$ cat config.mk
export PLATFORM = sky130hd
export DESIGN_NAME = thermistor_table_temperature_flat
export DESIGN_NICKNAME = d
export VERILOG_FILES = /design/src/sv/ttt_pkg.sv /design/src/sv/ttt_in_if.sv /design/src/sv/ttt_out_if.sv /design/src/sv/ttt_ram.sv /design/src/sv/thermistor_table_temperature.sv /design/src/flat_wrapper.sv
export SDC_FILE = /design/constraint.sdc
export NUM_CORES = 2
export LEC_CHECK = 0
export BUFFER_PORTS_ARGS = -buffer_cell sky130_fd_sc_hd__buf_4
export CORE_UTILIZATION = 30
export CTS_CLUSTER_DIAMETER = 40
export DETAILED_ROUTE_END_ITERATION = 10
export HOLD_SLACK_MARGIN = 0.06
export PLACE_DENSITY = 0.49
export SLEW_MARGIN = 10
export SYNTH_ARGS = -nofsm -noshare
export SYNTH_HDL_FRONTEND = slang
export SYNTH_SLANG_ARGS = --single-unit
$ cat constraint.sdc
create_clock -name i_clk -period 6.8 [get_ports i_clk]
set_input_delay 0.68 -clock i_clk [delete_from_list [all_inputs] [get_ports i_clk]]
set_output_delay 0.68 -clock i_clk [all_outputs]
set_load 0.005 [all_outputs]
$ cat src/sv/ttt_pkg.sv
// Package of the thermistor table temperature block: constants, codes, state type.
// No dependencies.
package ttt_pkg;

    localparam int TABLE_SIZE_DEF = 131;

    localparam int SERIES_W = 20;
    localparam int REF_W    = 13;
    localparam int FS_W     = 16;
    localparam int OFF_W    = 8;
    localparam int CFG_W    = 20;
    localparam int CFG_IW   = 2;
    localparam int ENTRY_W  = 20;
    localparam int SAMPLE_W = 16;
    localparam int EIDX_W   = 8;
    localparam int RES_W    = 32;
    localparam int DEG_W    = 9;
    localparam int TEN_W    = 13;

    // Shared divider: dividend and divisor widths, steps per division
    localparam int DIV_W     = 33;
    localparam int DVS_W     = 20;
    localparam int DIV_STEPS = 33;
    localparam int CNT_W     = 6;

    localparam logic [SERIES_W-1:0] SERIES_RST = 20'd100000;
    localparam logic [REF_W-1:0]    REF_RST    = 13'd3300;
    localparam logic [FS_W-1:0]     FS_RST     = 16'd4095;
    localparam logic [OFF_W-1:0]    OFF_RST    = 8'd20;

    localparam logic [CFG_IW-1:0] CFG_SERIES = 2'd0;
    localparam logic [CFG_IW-1:0] CFG_REF    = 2'd1;
    localparam logic [CFG_IW-1:0] CFG_FS     = 2'd2;
    localparam logic [CFG_IW-1:0] CFG_OFF    = 2'd3;

    localparam logic REQ_LOAD    = 1'b0;
    localparam logic REQ_CONVERT = 1'b1;

    localparam logic [1:0] ST_OK     = 2'd0;
    localparam logic [1:0] ST_COLDER = 2'd1;
    localparam logic [1:0] ST_HOTTER = 2'd2;
    localparam logic [1:0] ST_OPEN   = 2'd3;

    typedef enum logic [3:0] {
        S_IDLE,
        S_DIV1,
        S_CHK1,
        S_DIV2,
        S_RES,
        S_SRD,
        S_SCMP,
        S_PWT,
        S_CWT,
        S_IDIV,
        S_IFIN,
        S_DONE
    } t_state;

endpackage

$ cat src/sv/ttt_in_if.sv
// Input channel of the thermistor block: handshake plus load/convert payload.
// Depends on ttt_pkg.
interface ttt_in_if;
    logic                          valid;
    logic                          ready;
    logic                          req_type;
    logic [ttt_pkg::EIDX_W-1:0]    entry_index;
    logic [ttt_pkg::ENTRY_W-1:0]   entry_value;
    logic [ttt_pkg::SAMPLE_W-1:0]  adc_sample;

    modport source (output valid, req_type, entry_index, entry_value, adc_sample,
                    input ready);
    modport sink   (input valid, req_type, entry_index, entry_value, adc_sample,
                    output ready);
endinterface

$ cat src/sv/ttt_out_if.sv
// Result channel of the thermistor block: handshake plus temperature payload.
// Depends on ttt_pkg.
interface ttt_out_if;
    logic                              valid;
    logic                              ready;
    logic [1:0]                        status;
    logic [ttt_pkg::RES_W-1:0]         resistance_ohms;
    logic signed [ttt_pkg::DEG_W-1:0]  temp_degrees;
    logic signed [ttt_pkg::TEN_W-1:0]  temp_tenths;
    logic [ttt_pkg::EIDX_W-1:0]        found_index;

    modport source (output valid, status, resistance_ohms, temp_degrees, temp_tenths,
                    found_index, input ready);
    modport sink   (input valid, status, resistance_ohms, temp_degrees, temp_tenths,
                    found_index, output ready);
endinterface

$ cat src/sv/ttt_ram.sv
// Generic single-write, single-read RAM with registered read data.
// No dependencies.
module ttt_ram #(
    parameter int WIDTH = 20,
    parameter int DEPTH = 131
) (
    input  logic                     i_clk,
    input  logic                     i_we,
    input  logic [$clog2(DEPTH)-1:0] i_waddr,
    input  logic [WIDTH-1:0]         i_wdata,
    input  logic [$clog2(DEPTH)-1:0] i_raddr,
    output logic [WIDTH-1:0]         o_rdata
);
    logic [WIDTH-1:0] r_mem [DEPTH];

    // Write and registered read
    always_ff @(posedge i_clk) begin
        if (i_we) begin
            r_mem[i_waddr] <= i_wdata;
        end
        o_rdata <= r_mem[i_raddr];
    end
endmodule

$ cat src/sv/thermistor_table_temperature.sv
// Thermistor table temperature block: table RAM, shared serial divider, bisection.
// Depends on ttt_pkg, ttt_in_if, ttt_out_if and ttt_ram.
//
//  channel   | dir | transfer when         | payload
//  ----------+-----+-----------------------+-----------------------------------------
//  i_in      | in  | valid & ready         | req_type, entry_index, entry_value, adc_sample
//  o_out     | out | valid & ready         | status, resistance_ohms, temp_degrees,
//            |     |                       | temp_tenths, found_index
//  i_cfg_*   | in  | i_cfg_we              | i_cfg_index, i_cfg_data
//
// A load writes the table entry when taken, if entry_index is below TABLE_SIZE. A convert
// runs the shared radix-2 divider up to three times, with a binary search of up to
// ceil(log2(TABLE_SIZE+1)) probes between the second and the third run.
// Input is taken only in idle; a finished result waits in the output register and
// the next item may enter meanwhile. Reset clears the state, the configuration registers
// and the output valid flag; table contents stay undefined until loaded.
module thermistor_table_temperature #(
    parameter int TABLE_SIZE = ttt_pkg::TABLE_SIZE_DEF
) (
    input  logic                       i_clk,
    input  logic                       i_rst_n,
    ttt_in_if.sink                     i_in,
    ttt_out_if.source                  o_out,
    input  logic                       i_cfg_we,
    input  logic [ttt_pkg::CFG_IW-1:0] i_cfg_index,
    input  logic [ttt_pkg::CFG_W-1:0]  i_cfg_data
);
    localparam int AW = $clog2(TABLE_SIZE);
    localparam int CW = $clog2(TABLE_SIZE + 1);
    localparam int DIV_W = ttt_pkg::DIV_W;
    localparam int DVS_W = ttt_pkg::DVS_W;
    localparam int DEG_W = ttt_pkg::DEG_W;

    // Configuration registers
    logic [ttt_pkg::SERIES_W-1:0] r_series;
    logic [ttt_pkg::REF_W-1:0]    r_ref;
    logic [ttt_pkg::FS_W-1:0]     r_fs;
    logic [ttt_pkg::OFF_W-1:0]    r_off;

    always_ff @(posedge i_clk) begin
        if (!i_rst_n) begin
            r_series <= ttt_pkg::SERIES_RST;
            r_ref    <= ttt_pkg::REF_RST;
            r_fs     <= ttt_pkg::FS_RST;
            r_off    <= ttt_pkg::OFF_RST;
        end else if (i_cfg_we) begin
            case (i_cfg_index)
                ttt_pkg::CFG_SERIES: r_series <= i_cfg_data[ttt_pkg::SERIES_W-1:0];
                ttt_pkg::CFG_REF:    r_ref    <= i_cfg_data[ttt_pkg::REF_W-1:0];
                ttt_pkg::CFG_FS:     r_fs     <= i_cfg_data[ttt_pkg::FS_W-1:0];
                ttt_pkg::CFG_OFF:    r_off    <= i_cfg_data[ttt_pkg::OFF_W-1:0];
                default: ;
            endcase
        end
    end

    ttt_pkg::t_state r_state, n_state;

    logic               in_xfer;
    logic               out_free;
    logic               div_last;
    logic               load_ok;
    logic               ram_we;
    logic [AW-1:0]      ram_raddr;
    logic [ttt_pkg::ENTRY_W-1:0] ram_rdata;

    // Divider registers
    logic [DIV_W-1:0]   r_dvd;
    logic [DVS_W-1:0]   r_dvs;
    logic [DVS_W:0]     r_rem;
    logic [DIV_W-1:0]   r_quo;
    logic [ttt_pkg::CNT_W-1:0] r_cnt;

    // Search and result registers
    logic [CW-1:0]      r_lo, r_hi;
    logic [ttt_pkg::RES_W-1:0]   r_res;
    logic [ttt_pkg::ENTRY_W-1:0] r_prev;
    logic [1:0]         r_st;
    logic [DEG_W-1:0]   r_deg;
    logic [ttt_pkg::TEN_W-1:0] r_ten;
    logic [ttt_pkg::EIDX_W-1:0] r_idx;

    // Output register
    logic               r_ovalid;
    logic [1:0]         r_ost;
    logic [ttt_pkg::RES_W-1:0] r_ores;
    logic [DEG_W-1:0]   r_odeg;
    logic [ttt_pkg::TEN_W-1:0] r_oten;
    logic [ttt_pkg::EIDX_W-1:0] r_oidx;

    assign in_xfer  = i_in.valid & i_in.ready;
    assign out_free = !r_ovalid | o_out.ready;
    assign div_last = (r_cnt == '0);
    assign load_ok  = ({1'b0, i_in.entry_index} < 9'(TABLE_SIZE));

    // Divider step: shift in one dividend bit, subtract when it fits
    logic [DVS_W:0]   rem_sh, rem_nx;
    logic             q_bit;
    always_comb begin
        rem_sh = {r_rem[DVS_W-1:0], r_dvd[DIV_W-1]};
        q_bit  = (rem_sh >= {1'b0, r_dvs});
        rem_nx = q_bit ? (rem_sh - {1'b0, r_dvs}) : rem_sh;
    end

    // Search midpoint and helpers
    logic [CW:0]      mid_sum;
    logic [CW-1:0]    mid;
    logic             srch_go, lo_zero, lo_end;
    assign mid_sum = {1'b0, r_lo} + {1'b0, r_hi};
    assign mid     = mid_sum[CW:1];
    assign srch_go = (r_lo < r_hi);
    assign lo_zero = (r_lo == '0);
    assign lo_end  = (r_lo == CW'(TABLE_SIZE));

    // Degree arithmetic on the final index
    logic [CW-1:0]        lo_m1;
    logic [DEG_W-1:0]     deg_lo, deg_pm1, deg_top;
    logic signed [13:0]   ten_lo, ten_top, ten_base;
    assign lo_m1   = r_lo - 1'b1;
    assign deg_lo  = DEG_W'(r_lo) - {1'b0, r_off};
    assign deg_pm1 = DEG_W'(lo_m1) - {1'b0, r_off};
    assign deg_top = DEG_W'(TABLE_SIZE - 1) - {1'b0, r_off};

    function automatic logic signed [13:0] times10(input logic [8:0] d);
        logic signed [13:0] e;
        e = 14'(signed'(d));
        return (e <<< 3) + (e <<< 1);
    endfunction

    assign ten_lo   = times10(deg_lo);
    assign ten_top  = times10(deg_top);
    assign ten_base = times10(deg_pm1);

    // Operand products, registered into the divider
    logic [28:0]              prod1;
    logic [DIV_W-1:0]         prod2;
    logic [ttt_pkg::ENTRY_W-1:0] diff_pr, diff_pc;
    logic [23:0]              prod3;
    assign prod1   = 29'(r_ref) * 29'(i_in.adc_sample);
    assign prod2   = DIV_W'(r_series) * DIV_W'(r_quo[ttt_pkg::REF_W-1:0]);
    assign diff_pr = r_prev - r_res[ttt_pkg::ENTRY_W-1:0];
    assign diff_pc = r_prev - ram_rdata;
    assign prod3   = (24'(diff_pr) << 3) + (24'(diff_pr) << 1);

    // Next state
    always_comb begin
        n_state = r_state;
        case (r_state)
            ttt_pkg::S_IDLE: begin
                if (in_xfer && i_in.req_type == ttt_pkg::REQ_CONVERT) begin
                    n_state = (r_fs == '0) ? ttt_pkg::S_DONE : ttt_pkg::S_DIV1;
                end
            end
            ttt_pkg::S_DIV1: if (div_last) n_state = ttt_pkg::S_CHK1;
            ttt_pkg::S_CHK1: begin
                n_state = (r_quo >= DIV_W'(r_ref)) ? ttt_pkg::S_DONE : ttt_pkg::S_DIV2;
            end
            ttt_pkg::S_DIV2: if (div_last) n_state = ttt_pkg::S_RES;
            ttt_pkg::S_RES:  n_state = ttt_pkg::S_SRD;
            ttt_pkg::S_SRD: begin
                if (srch_go)     n_state = ttt_pkg::S_SCMP;
                else if (lo_end) n_state = ttt_pkg::S_DONE;
                else             n_state = ttt_pkg::S_PWT;
            end
            ttt_pkg::S_SCMP: n_state = ttt_pkg::S_SRD;
            ttt_pkg::S_PWT:  n_state = lo_zero ? ttt_pkg::S_DONE : ttt_pkg::S_CWT;
            ttt_pkg::S_CWT:  n_state = ttt_pkg::S_IDIV;
            ttt_pkg::S_IDIV: if (div_last) n_state = ttt_pkg::S_IFIN;
            ttt_pkg::S_IFIN: n_state = ttt_pkg::S_DONE;
            ttt_pkg::S_DONE: if (out_free) n_state = ttt_pkg::S_IDLE;
            default:         n_state = ttt_pkg::S_IDLE;
        endcase
    end

    // Control outputs: ready, table write, read address
    always_comb begin
        i_in.ready = (r_state == ttt_pkg::S_IDLE);
        ram_we     = in_xfer && (i_in.req_type == ttt_pkg::REQ_LOAD) && load_ok;
        ram_raddr  = mid[AW-1:0];
        case (r_state)
            ttt_pkg::S_SRD: begin
                if (srch_go)      ram_raddr = mid[AW-1:0];
                else if (lo_zero) ram_raddr = '0;
                else              ram_raddr = lo_m1[AW-1:0];
            end
            ttt_pkg::S_PWT: ram_raddr = r_lo[AW-1:0];
            default:        ram_raddr = mid[AW-1:0];
        endcase
    end

    always_ff @(posedge i_clk) begin
        if (!i_rst_n) r_state <= ttt_pkg::S_IDLE;
        else          r_state <= n_state;
    end

    ttt_ram #(
        .WIDTH (ttt_pkg::ENTRY_W),
        .DEPTH (TABLE_SIZE)
    ) u_table (
        .i_clk   (i_clk),
        .i_we    (ram_we),
        .i_waddr (i_in.entry_index[AW-1:0]),
        .i_wdata (i_in.entry_value),
        .i_raddr (ram_raddr),
        .o_rdata (ram_rdata)
    );

    // Datapath: divider, search bounds, pending result
    always_ff @(posedge i_clk) begin
        case (r_state)
            ttt_pkg::S_IDLE: begin
                r_st  <= ttt_pkg::ST_OPEN;
                r_res <= '1;
                r_deg <= '0;
                r_ten <= '0;
                r_idx <= '0;
                r_dvd <= DIV_W'(prod1);
                r_dvs <= DVS_W'(r_fs);
                r_rem <= '0;
                r_quo <= '0;
                r_cnt <= ttt_pkg::CNT_W'(ttt_pkg::DIV_STEPS - 1);
            end
            ttt_pkg::S_DIV1, ttt_pkg::S_DIV2, ttt_pkg::S_IDIV: begin
                r_rem <= rem_nx;
                r_dvd <= r_dvd << 1;
                r_quo <= {r_quo[DIV_W-2:0], q_bit};
                r_cnt <= r_cnt - 1'b1;
            end
            ttt_pkg::S_CHK1: begin
                r_dvd <= prod2;
                r_dvs <= DVS_W'(r_ref - r_quo[ttt_pkg::REF_W-1:0]);
                r_rem <= '0;
                r_quo <= '0;
                r_cnt <= ttt_pkg::CNT_W'(ttt_pkg::DIV_STEPS - 1);
            end
            ttt_pkg::S_RES: begin
                r_res <= r_quo[DIV_W-1] ? '1 : r_quo[ttt_pkg::RES_W-1:0];
                r_lo  <= '0;
                r_hi  <= CW'(TABLE_SIZE);
            end
            ttt_pkg::S_SRD: begin
                if (!srch_go && lo_end) begin
                    r_st  <= ttt_pkg::ST_HOTTER;
                    r_deg <= deg_top;
                    r_ten <= ttt_pkg::TEN_W'(ten_top);
                    r_idx <= ttt_pkg::EIDX_W'(TABLE_SIZE - 1);
                end
            end
            ttt_pkg::S_SCMP: begin
                if ({12'b0, ram_rdata} <= r_res) r_hi <= mid;
                else                             r_lo <= mid + 1'b1;
            end
            ttt_pkg::S_PWT: begin
                r_prev <= ram_rdata;
                r_deg  <= deg_lo;
                r_idx  <= ttt_pkg::EIDX_W'(r_lo);
                if (lo_zero) begin
                    r_st  <= ({12'b0, ram_rdata} == r_res) ? ttt_pkg::ST_OK
                                                           : ttt_pkg::ST_COLDER;
                    r_ten <= ttt_pkg::TEN_W'(ten_lo);
                end
            end
            ttt_pkg::S_CWT: begin
                r_dvd <= DIV_W'(prod3);
                r_dvs <= diff_pc;
                r_rem <= '0;
                r_quo <= '0;
                r_cnt <= ttt_pkg::CNT_W'(ttt_pkg::DIV_STEPS - 1);
            end
            ttt_pkg::S_IFIN: begin
                r_st  <= ttt_pkg::ST_OK;
                r_ten <= ttt_pkg::TEN_W'(ten_base + 14'(r_quo[3:0]));
            end
            default: ;
        endcase
    end

    // Output register: load on finish, drop on transfer
    always_ff @(posedge i_clk) begin
        if (!i_rst_n) begin
            r_ovalid <= 1'b0;
        end else if (r_state == ttt_pkg::S_DONE && out_free) begin
            r_ovalid <= 1'b1;
        end else if (o_out.ready) begin
            r_ovalid <= 1'b0;
        end
    end

    always_ff @(posedge i_clk) begin
        if (r_state == ttt_pkg::S_DONE && out_free) begin
            r_ost  <= r_st;
            r_ores <= r_res;
            r_odeg <= r_deg;
            r_oten <= r_ten;
            r_oidx <= r_idx;
        end
    end

    assign o_out.valid           = r_ovalid;
    assign o_out.status          = r_ost;
    assign o_out.resistance_ohms = r_ores;
    assign o_out.temp_degrees    = signed'(r_odeg);
    assign o_out.temp_tenths     = signed'(r_oten);
    assign o_out.found_index     = r_oidx;
endmodule

$ cat src/flat_wrapper.sv
// flat-port wrapper written by rule: the top's interface ports become plain ports
module thermistor_table_temperature_flat 
#(
    parameter int TABLE_SIZE = ttt_pkg::TABLE_SIZE_DEF
)
  (i_clk, i_rst_n, i_cfg_we, i_cfg_index, i_cfg_data, i_in_valid, i_in_req_type, i_in_entry_index, i_in_entry_value, i_in_adc_sample, i_in_ready, o_out_valid, o_out_status, o_out_resistance_ohms, o_out_temp_degrees, o_out_temp_tenths, o_out_found_index, o_out_ready);
  ttt_in_if i_in_i ();
  ttt_out_if o_out_i ();
  input  logic i_clk;
  input  logic i_rst_n;
  input  logic i_cfg_we;
  input  logic [ttt_pkg::CFG_IW-1:0] i_cfg_index;
  input  logic [ttt_pkg::CFG_W-1:0] i_cfg_data;
  input wire logic [$bits(i_in_i.valid)-1:0] i_in_valid;
  input wire logic [$bits(i_in_i.req_type)-1:0] i_in_req_type;
  input wire logic [$bits(i_in_i.entry_index)-1:0] i_in_entry_index;
  input wire logic [$bits(i_in_i.entry_value)-1:0] i_in_entry_value;
  input wire logic [$bits(i_in_i.adc_sample)-1:0] i_in_adc_sample;
  output wire logic [$bits(i_in_i.ready)-1:0] i_in_ready;
  output wire logic [$bits(o_out_i.valid)-1:0] o_out_valid;
  output wire logic [$bits(o_out_i.status)-1:0] o_out_status;
  output wire logic [$bits(o_out_i.resistance_ohms)-1:0] o_out_resistance_ohms;
  output wire logic [$bits(o_out_i.temp_degrees)-1:0] o_out_temp_degrees;
  output wire logic [$bits(o_out_i.temp_tenths)-1:0] o_out_temp_tenths;
  output wire logic [$bits(o_out_i.found_index)-1:0] o_out_found_index;
  input wire logic [$bits(o_out_i.ready)-1:0] o_out_ready;
  assign i_in_i.valid = i_in_valid;
  assign i_in_i.req_type = i_in_req_type;
  assign i_in_i.entry_index = i_in_entry_index;
  assign i_in_i.entry_value = i_in_entry_value;
  assign i_in_i.adc_sample = i_in_adc_sample;
  assign i_in_ready = i_in_i.ready;
  assign o_out_valid = o_out_i.valid;
  assign o_out_status = o_out_i.status;
  assign o_out_resistance_ohms = o_out_i.resistance_ohms;
  assign o_out_temp_degrees = o_out_i.temp_degrees;
  assign o_out_temp_tenths = o_out_i.temp_tenths;
  assign o_out_found_index = o_out_i.found_index;
  assign o_out_i.ready = o_out_ready;
  thermistor_table_temperature #(.TABLE_SIZE(TABLE_SIZE)) u_core (.i_clk(i_clk), .i_rst_n(i_rst_n), .i_in(i_in_i), .o_out(o_out_i), .i_cfg_we(i_cfg_we), .i_cfg_index(i_cfg_index), .i_cfg_data(i_cfg_data));
endmodule
==> report_table.html <==
<table>
<tr><th>Metric</th><th>Value</th></tr>
<tr><th colspan="2">Run status</th></tr>
<tr><td>Outcome</td><td>finished, final reports clean</td></tr>
<tr><th colspan="2">Synth</th></tr>
<tr><td>Post-synthesis instance total</td><td>11309</td></tr>
<tr><td>Netlist Area Pre-Place</td><td>140000 um2</td></tr>
<tr><td>Yosys warnings</td><td>0</td></tr>
<tr><td>Area share of the leading cell type in the synthesized netlist</td><td>61.9%</td></tr>
<tr><td>Synthesis-stage register bit count</td><td>2978</td></tr>
<tr><td>Number of enable flip-flop cells after synthesis</td><td>2896</td></tr>
<tr><td>Post-synth top flop</td><td>sky130_fd_sc_hd__edfxtp_1</td></tr>
<tr><td>Share of synthesized registers carrying an async set or reset</td><td>0%</td></tr>
<tr><td>Part of the Yosys area used for sequential elements</td><td>63.1%</td></tr>
<tr><td>Post-synth top area cell</td><td>sky130_fd_sc_hd__edfxtp_1</td></tr>
<tr><td>Number of unique standard cell types used by synthesis</td><td>100</td></tr>
<tr><td>Synth top area cells</td><td>sky130_fd_sc_hd__edfxtp_1 (62%), sky130_fd_sc_hd__nand2_1 (6.6%), sky130_fd_sc_hd__fa_1 (5.2%)</td></tr>
<tr><td>Total nets after synthesis</td><td>~12000</td></tr>
<tr><td>Mean instance size in the synthesized netlist</td><td>between 10 and 15 um2</td></tr>
<tr><th colspan="2">STA</th></tr>
<tr><td>Slew at the pin closest to its max-slew limit</td><td>about 1.4 ns</td></tr>
<tr><td>Number of failing hold endpoints at the final stage</td><td>0</td></tr>
<tr><td>Endpoints failing setup</td><td>0</td></tr>
<tr><td>Post-layout min period</td><td>~6.5 ns</td></tr>
<tr><td>Share of the cycle needed by the critical path after routing</td><td>~96%</td></tr>
<tr><td>Setup TNS</td><td>0 ns</td></tr>
<tr><td>Max Clock Skew</td><td>0.125 ns</td></tr>
<tr><td>F_max</td><td>154 MHz</td></tr>
<tr><td>Max-Slew Margin vs Limit</td><td>under 10%</td></tr>
<tr><td>Final-report max-slew violation count</td><td>0</td></tr>
<tr><td>RSZ-0062 raised after global routing</td><td>no</td></tr>
<tr><th colspan="2">Global routing</th></tr>
<tr><td>Via count of the first global-routing pass</td><td>91704</td></tr>
<tr><td>Total congestion overflow after global routing</td><td>0</td></tr>
<tr><td>Antenna violations before repair</td><td>25</td></tr>
<tr><td>GRT Util Overall</td><td>19.6%</td></tr>
<tr><td>Largest net degree at the start of global routing</td><td>120</td></tr>
<tr><td>First-pass GRT wire length</td><td>677000 um</td></tr>
<tr><th colspan="2">Power</th></tr>
<tr><td>Part of the total power dissipated in combinational logic</td><td>11.1%</td></tr>
<tr><td>Switching share of power</td><td>about a quarter</td></tr>
<tr><td>Total power density per cell area</td><td>about 300 nW/um2</td></tr>
<tr><td>Part of the power in registers</td><td>41.3%</td></tr>
<tr><td>P_sw</td><td>approximately 0.013 W</td></tr>
<tr><td>Peak supply drop</td><td>approximately 0.30 mV</td></tr>
<tr><td>Internal power contribution</td><td>0.0374 W</td></tr>
<tr><td>Final Power</td><td>0.0502 W</td></tr>
<tr><td>Standby leakage power</td><td>between 60 and 70 nW</td></tr>
<tr><td>Clock share of power</td><td>47.6%</td></tr>
<tr><th colspan="2">Critical path</th></tr>
<tr><td>Cell Chain, Critical Path</td><td>and2_1 -&gt; fa_1 -&gt; inv_1 -&gt; fa_1 -&gt; inv_1 -&gt; fa_1 -&gt; fa_1 -&gt; inv_1 -&gt; fa_1 -&gt; inv_1 -&gt; ha_1 -&gt; a21o_1 -&gt; a21o_1 -&gt; a21oi_1 -&gt; o21ai_0 -&gt; o41a_1 -&gt; a2111oi_2 -&gt; nor2_1 -&gt; a311oi_1 -&gt; buf_4 -&gt; a31oi_1 -&gt; mux2i_1 -&gt; o211ai_1</td></tr>
<tr><td>Number of buffers and inverters on the critical path</td><td>5</td></tr>
<tr><td>Element type at the critical path start</td><td>register</td></tr>
<tr><td>Reg-to-Reg End</td><td>u_core.r_dvd[32]</td></tr>
<tr><td>Cell class contributing the biggest share of worst-path delay</td><td>adder cells</td></tr>
<tr><td>Data arrival, critical path</td><td>7.16 ns</td></tr>
<tr><td>Critical path capture point type</td><td>register</td></tr>
<tr><td>Worst setup path class</td><td>register to register</td></tr>
<tr><td>Delay of the slowest cell on the worst path</td><td>between 0.5 and 0.6 ns</td></tr>
<tr><td>Critical-path cell with the highest stage delay</td><td>sky130_fd_sc_hd__fa_1</td></tr>
<tr><td>Depth of the worst register-to-register path</td><td>23</td></tr>
<tr><td>Worst reg2reg setup slack</td><td>around 0.3 ns</td></tr>
<tr><td>Largest fanout of any net on the critical path</td><td>4</td></tr>
<tr><td>Cell occurring most often along the worst timing path</td><td>sky130_fd_sc_hd__fa_1</td></tr>
<tr><td>Crit path required time</td><td>7.45 ns</td></tr>
<tr><td>Cell depth of the worst setup path</td><td>23</td></tr>
<tr><td>Source of the worst register-to-register timing path</td><td>u_core.r_quo[1]</td></tr>
<tr><th colspan="2">Hold path</th></tr>
<tr><td>Hold Startpoint</td><td>i_in_entry_value[9]</td></tr>
<tr><td>Hold WC Path Type</td><td>input pin to register</td></tr>
<tr><td>Terminating pin of the worst hold path</td><td>u_core.u_table.r_mem[78][9]</td></tr>
<tr><td>Hold-critical path depth</td><td>1</td></tr>
<tr><th colspan="2">Layout</th></tr>
<tr><td>Footprint of the multi-input gates</td><td>47100 um2</td></tr>
<tr><td>Share of cells above drive strength 1</td><td>13.6%</td></tr>
<tr><td>Area growth from synthesis to final layout</td><td>19.3%</td></tr>
<tr><td>Register area</td><td>about 90000 um2</td></tr>
<tr><td>Number of nets in the final layout</td><td>~13000</td></tr>
<tr><td>Utilization after layout</td><td>a little over a third</td></tr>
<tr><td>Fill cells</td><td>approximately 45000</td></tr>
<tr><th colspan="2">Floorplanning</th></tr>
<tr><td>Row Count</td><td>between 200 and 300</td></tr>
<tr><td>Placeable core region</td><td>between 400000 and 500000 um2</td></tr>
<tr><td>Top-level port count</td><td>138</td></tr>
<tr><td>Initial Util</td><td>approximately 30%</td></tr>
<tr><td>Die boundary width</td><td>~690 um</td></tr>
<tr><td>Die Span Y</td><td>just under 700 um</td></tr>
<tr><td>Overall die area</td><td>~470000 um2</td></tr>
<tr><th colspan="2">Detailed routing</th></tr>
<tr><td>Antenna Violating Nets Remaining</td><td>0</td></tr>
<tr><td>Number of DRC violations after detailed-routing iteration 0</td><td>approximately 9600</td></tr>
<tr><td>Detailed Routing Iterations Pass 1</td><td>8</td></tr>
<tr><td>Via-to-Cell Ratio</td><td>roughly 5</td></tr>
<tr><td>Avg WL per Cell</td><td>between 20 and 30 um</td></tr>
<tr><td>Residual DRC count</td><td>0</td></tr>
<tr><td>Routed wire length</td><td>475000 um</td></tr>
<tr><td>Vias</td><td>94355</td></tr>
<tr><th colspan="2">Clock network</th></tr>
<tr><td>Clk slew on worst S/H paths</td><td>around 0.060 ns</td></tr>
<tr><td>Number of sinks driven by the clock tree</td><td>2978</td></tr>
<tr><td>Maximum level of the CTS H-tree</td><td>5</td></tr>
<tr><td>Clk root buf</td><td>sky130_fd_sc_hd__clkbuf_16</td></tr>
<tr><td>Max Root-Sink Buffers</td><td>4</td></tr>
<tr><td>CTS tree</td><td>yes</td></tr>
<tr><td>Clock Latency Late Sink</td><td>roughly 1.0 ns</td></tr>
<tr><td>Total clock buffers created by CTS</td><td>about 440</td></tr>
<tr><th colspan="2">Place</th></tr>
<tr><td>Port buffer count</td><td>roughly 140</td></tr>
<tr><td>Half-perimeter wire length after placement</td><td>approximately 300000 um</td></tr>
<tr><td>Weighted congestion at the end of routability-driven global placement</td><td>0.849</td></tr>
<tr><th colspan="2">Run</th></tr>
<tr><td>Max cap viols</td><td>0</td></tr>
</table>
## repair_timing
action / in CTS / in global routing
endpoints found under the hold margin: 46 / 0
setup endpoints to repair: 0 / 5
hold buffers: 23 / 0
buffers inserted: 0 / 0
resized for setup: 0 / 5
## how the worst max path moves through the flow
stage                  startpoint          endpoint  slack (ns)
6_report          u_core.r_quo[1]  u_core.r_dvd[32]        0.29
2_1_floorplan     u_core.r_quo[1]  u_core.r_dvd[32]        0.46
4_1_cts           u_core.r_quo[1]  u_core.r_dvd[32]        0.26
5_1_grt           u_core.r_quo[1]  u_core.r_dvd[32]        0.02
3_3_place_gp   i_in_adc_sample[7]  u_core.r_dvd[28]        0.20
3_5_place_dp   i_in_adc_sample[7]  u_core.r_dvd[28]        0.11
## power by group through the flow
stage,combinational [W],sequential (W),clock [W]
CTS,0.00562,0.0207,0.0242
detailed placement,0.00557,0.0211,0
finish,0.00558,0.0207,0.0239
global placement,0.00558,0.0211,0
floorplan,0.00365,0.0210,0
global route,0.00621,0.0207,0.0249
## flip-flops by register name, indices dropped and copies added (netlist names), 32 cells and up
name and cells:
u_core.u_table.r_mem 2620, u_core.r_dvd 33, u_core.r_quo 33, u_core.o_out.resistance_ohms 32, u_core.r_res 32
## stage by stage
step           cell area [um2]  worst slack, ns  hold slack [ns]  std cells
2_1_floorplan           140000            0.455            0.400      11309
3_3_place_gp            152000            0.197            0.402      17520
3_5_place_dp            152000            0.109            0.405      17520
4_1_cts                 168000            0.265           0.0624      18376
5_1_grt                 168000           0.0191            0.101      18377
6_report                168000            0.293            0.126      18385
## per-layer routing
layer  wire length (um)  track usage (%)  part of all wire (%)
met1             209000             27.6                    44
met5                 52                0                 0.011
met3              34600             3.06                   7.3
met2             219000             31.7                    46
met4              11900             4.68                   2.5
## synth_stat cells, types with 18 or more instances
master and n:
sky130_fd_sc_hd__o21ai_0 210, sky130_fd_sc_hd__clkbuf_1 246, sky130_fd_sc_hd__a21boi_0 46, sky130_fd_sc_hd__o211ai_1 39, sky130_fd_sc_hd__or3_1 20, sky130_fd_sc_hd__a31oi_1 91, sky130_fd_sc_hd__fa_1 364, sky130_fd_sc_hd__nor3_1 82
sky130_fd_sc_hd__nand2b_1 35, sky130_fd_sc_hd__edfxtp_1 2896, sky130_fd_sc_hd__a41oi_1 24, sky130_fd_sc_hd__buf_2 288, sky130_fd_sc_hd__o31ai_1 19, sky130_fd_sc_hd__o2111ai_1 21, sky130_fd_sc_hd__a221o_1 79, sky130_fd_sc_hd__mux2i_1 388
sky130_fd_sc_hd__xor2_1 58, sky130_fd_sc_hd__nor4_1 25, sky130_fd_sc_hd__a211o_1 20, sky130_fd_sc_hd__o21a_1 36, sky130_fd_sc_hd__dfxtp_1 82, sky130_fd_sc_hd__nand4_1 81, sky130_fd_sc_hd__buf_1 45, sky130_fd_sc_hd__and2_1 225
sky130_fd_sc_hd__a311oi_1 22, sky130_fd_sc_hd__a221oi_1 42, sky130_fd_sc_hd__buf_4 48, sky130_fd_sc_hd__nand3_1 875, sky130_fd_sc_hd__a21o_1 55, sky130_fd_sc_hd__o22ai_1 24, sky130_fd_sc_hd__nor2_1 335, sky130_fd_sc_hd__nor2b_1 43
sky130_fd_sc_hd__a32o_1 18, sky130_fd_sc_hd__ha_1 345, sky130_fd_sc_hd__a21oi_1 300, sky130_fd_sc_hd__a32oi_1 108, sky130_fd_sc_hd__a22oi_1 52, sky130_fd_sc_hd__nand2_1 2483, sky130_fd_sc_hd__a2111oi_0 26, sky130_fd_sc_hd__o21bai_1 27
sky130_fd_sc_hd__and3_1 117, sky130_fd_sc_hd__xnor2_1 106, sky130_fd_sc_hd__or2_2 30, sky130_fd_sc_hd__inv_1 607, sky130_fd_sc_hd__a211oi_1 49
## area by class of cell
cell class / instances / area share [%]
sequential: 2978 / 52.9
multi-input combinational: 7085 / 28.1
clock buffer: 485 / 6.79
tap: 6174 / 4.61
timing repair buffer: 699 / 3.64
clock inverter: 348 / 2.58
inverter: 607 / 1.36
antenna: 9 / 0.0134
## cells in the final DEF, fill, tap and decap left out, types with 50 or more instances in the layout
| master | synthesis | final |
|---|---|---|
| sky130_fd_sc_hd__a31oi_1 | 91 | 91 |
| sky130_fd_sc_hd__ha_1 | 345 | 345 |
| sky130_fd_sc_hd__xor2_1 | 58 | 58 |
| sky130_fd_sc_hd__nor2_1 | 335 | 197 |
| sky130_fd_sc_hd__and2_1 | 225 | 224 |
| sky130_fd_sc_hd__a21o_1 | 55 | 55 |
| sky130_fd_sc_hd__buf_4 | 48 | 603 |
| sky130_fd_sc_hd__fa_1 | 364 | 364 |
| sky130_fd_sc_hd__nand3_1 | 875 | 875 |
| sky130_fd_sc_hd__mux2i_1 | 388 | 388 |
| sky130_fd_sc_hd__o21ai_0 | 210 | 209 |
| sky130_fd_sc_hd__dfxtp_1 | 82 | 80 |
| sky130_fd_sc_hd__a221o_1 | 79 | 79 |
| sky130_fd_sc_hd__bufinv_16 | 0 | 65 |
| sky130_fd_sc_hd__nand2_1 | 2483 | 2481 |
| sky130_fd_sc_hd__xnor2_1 | 106 | 106 |
| sky130_fd_sc_hd__inv_1 | 607 | 606 |
| sky130_fd_sc_hd__edfxtp_1 | 2896 | 2896 |
| sky130_fd_sc_hd__and3_1 | 117 | 117 |
| sky130_fd_sc_hd__nand4_1 | 81 | 81 |
| sky130_fd_sc_hd__clkinv_1 | 0 | 50 |
| sky130_fd_sc_hd__clkinvlp_4 | 0 | 55 |
| sky130_fd_sc_hd__a21oi_1 | 300 | 297 |
| sky130_fd_sc_hd__a22oi_1 | 52 | 52 |
| sky130_fd_sc_hd__nor3_1 | 82 | 81 |
| sky130_fd_sc_hd__buf_12 | 0 | 60 |
| sky130_fd_sc_hd__a32oi_1 | 108 | 108 |
| sky130_fd_sc_hd__clkinv_2 | 0 | 60 |
| sky130_fd_sc_hd__nor2_2 | 2 | 135 |
| sky130_fd_sc_hd__clkbuf_16 | 0 | 448 |
## kinds of logic (layout without fill, tap and decap cells)
logic type / count (synthesis) / in the layout / synth area share, %
mux: 391 / 391 / 2.79
other cells: 0 / 9 / 0
flops: 2978 / 2978 / 63.1
simple gates: 4393 / 4393 / 13.8
compound gates: 1428 / 1428 / 7.27
xor+xnor: 164 / 164 / 1.02
fa+ha+maj: 709 / 709 / 8.26
buf+inv: 1246 / 2139 / 3.77
Note: power is estimated with default switching activity, not from simulation.
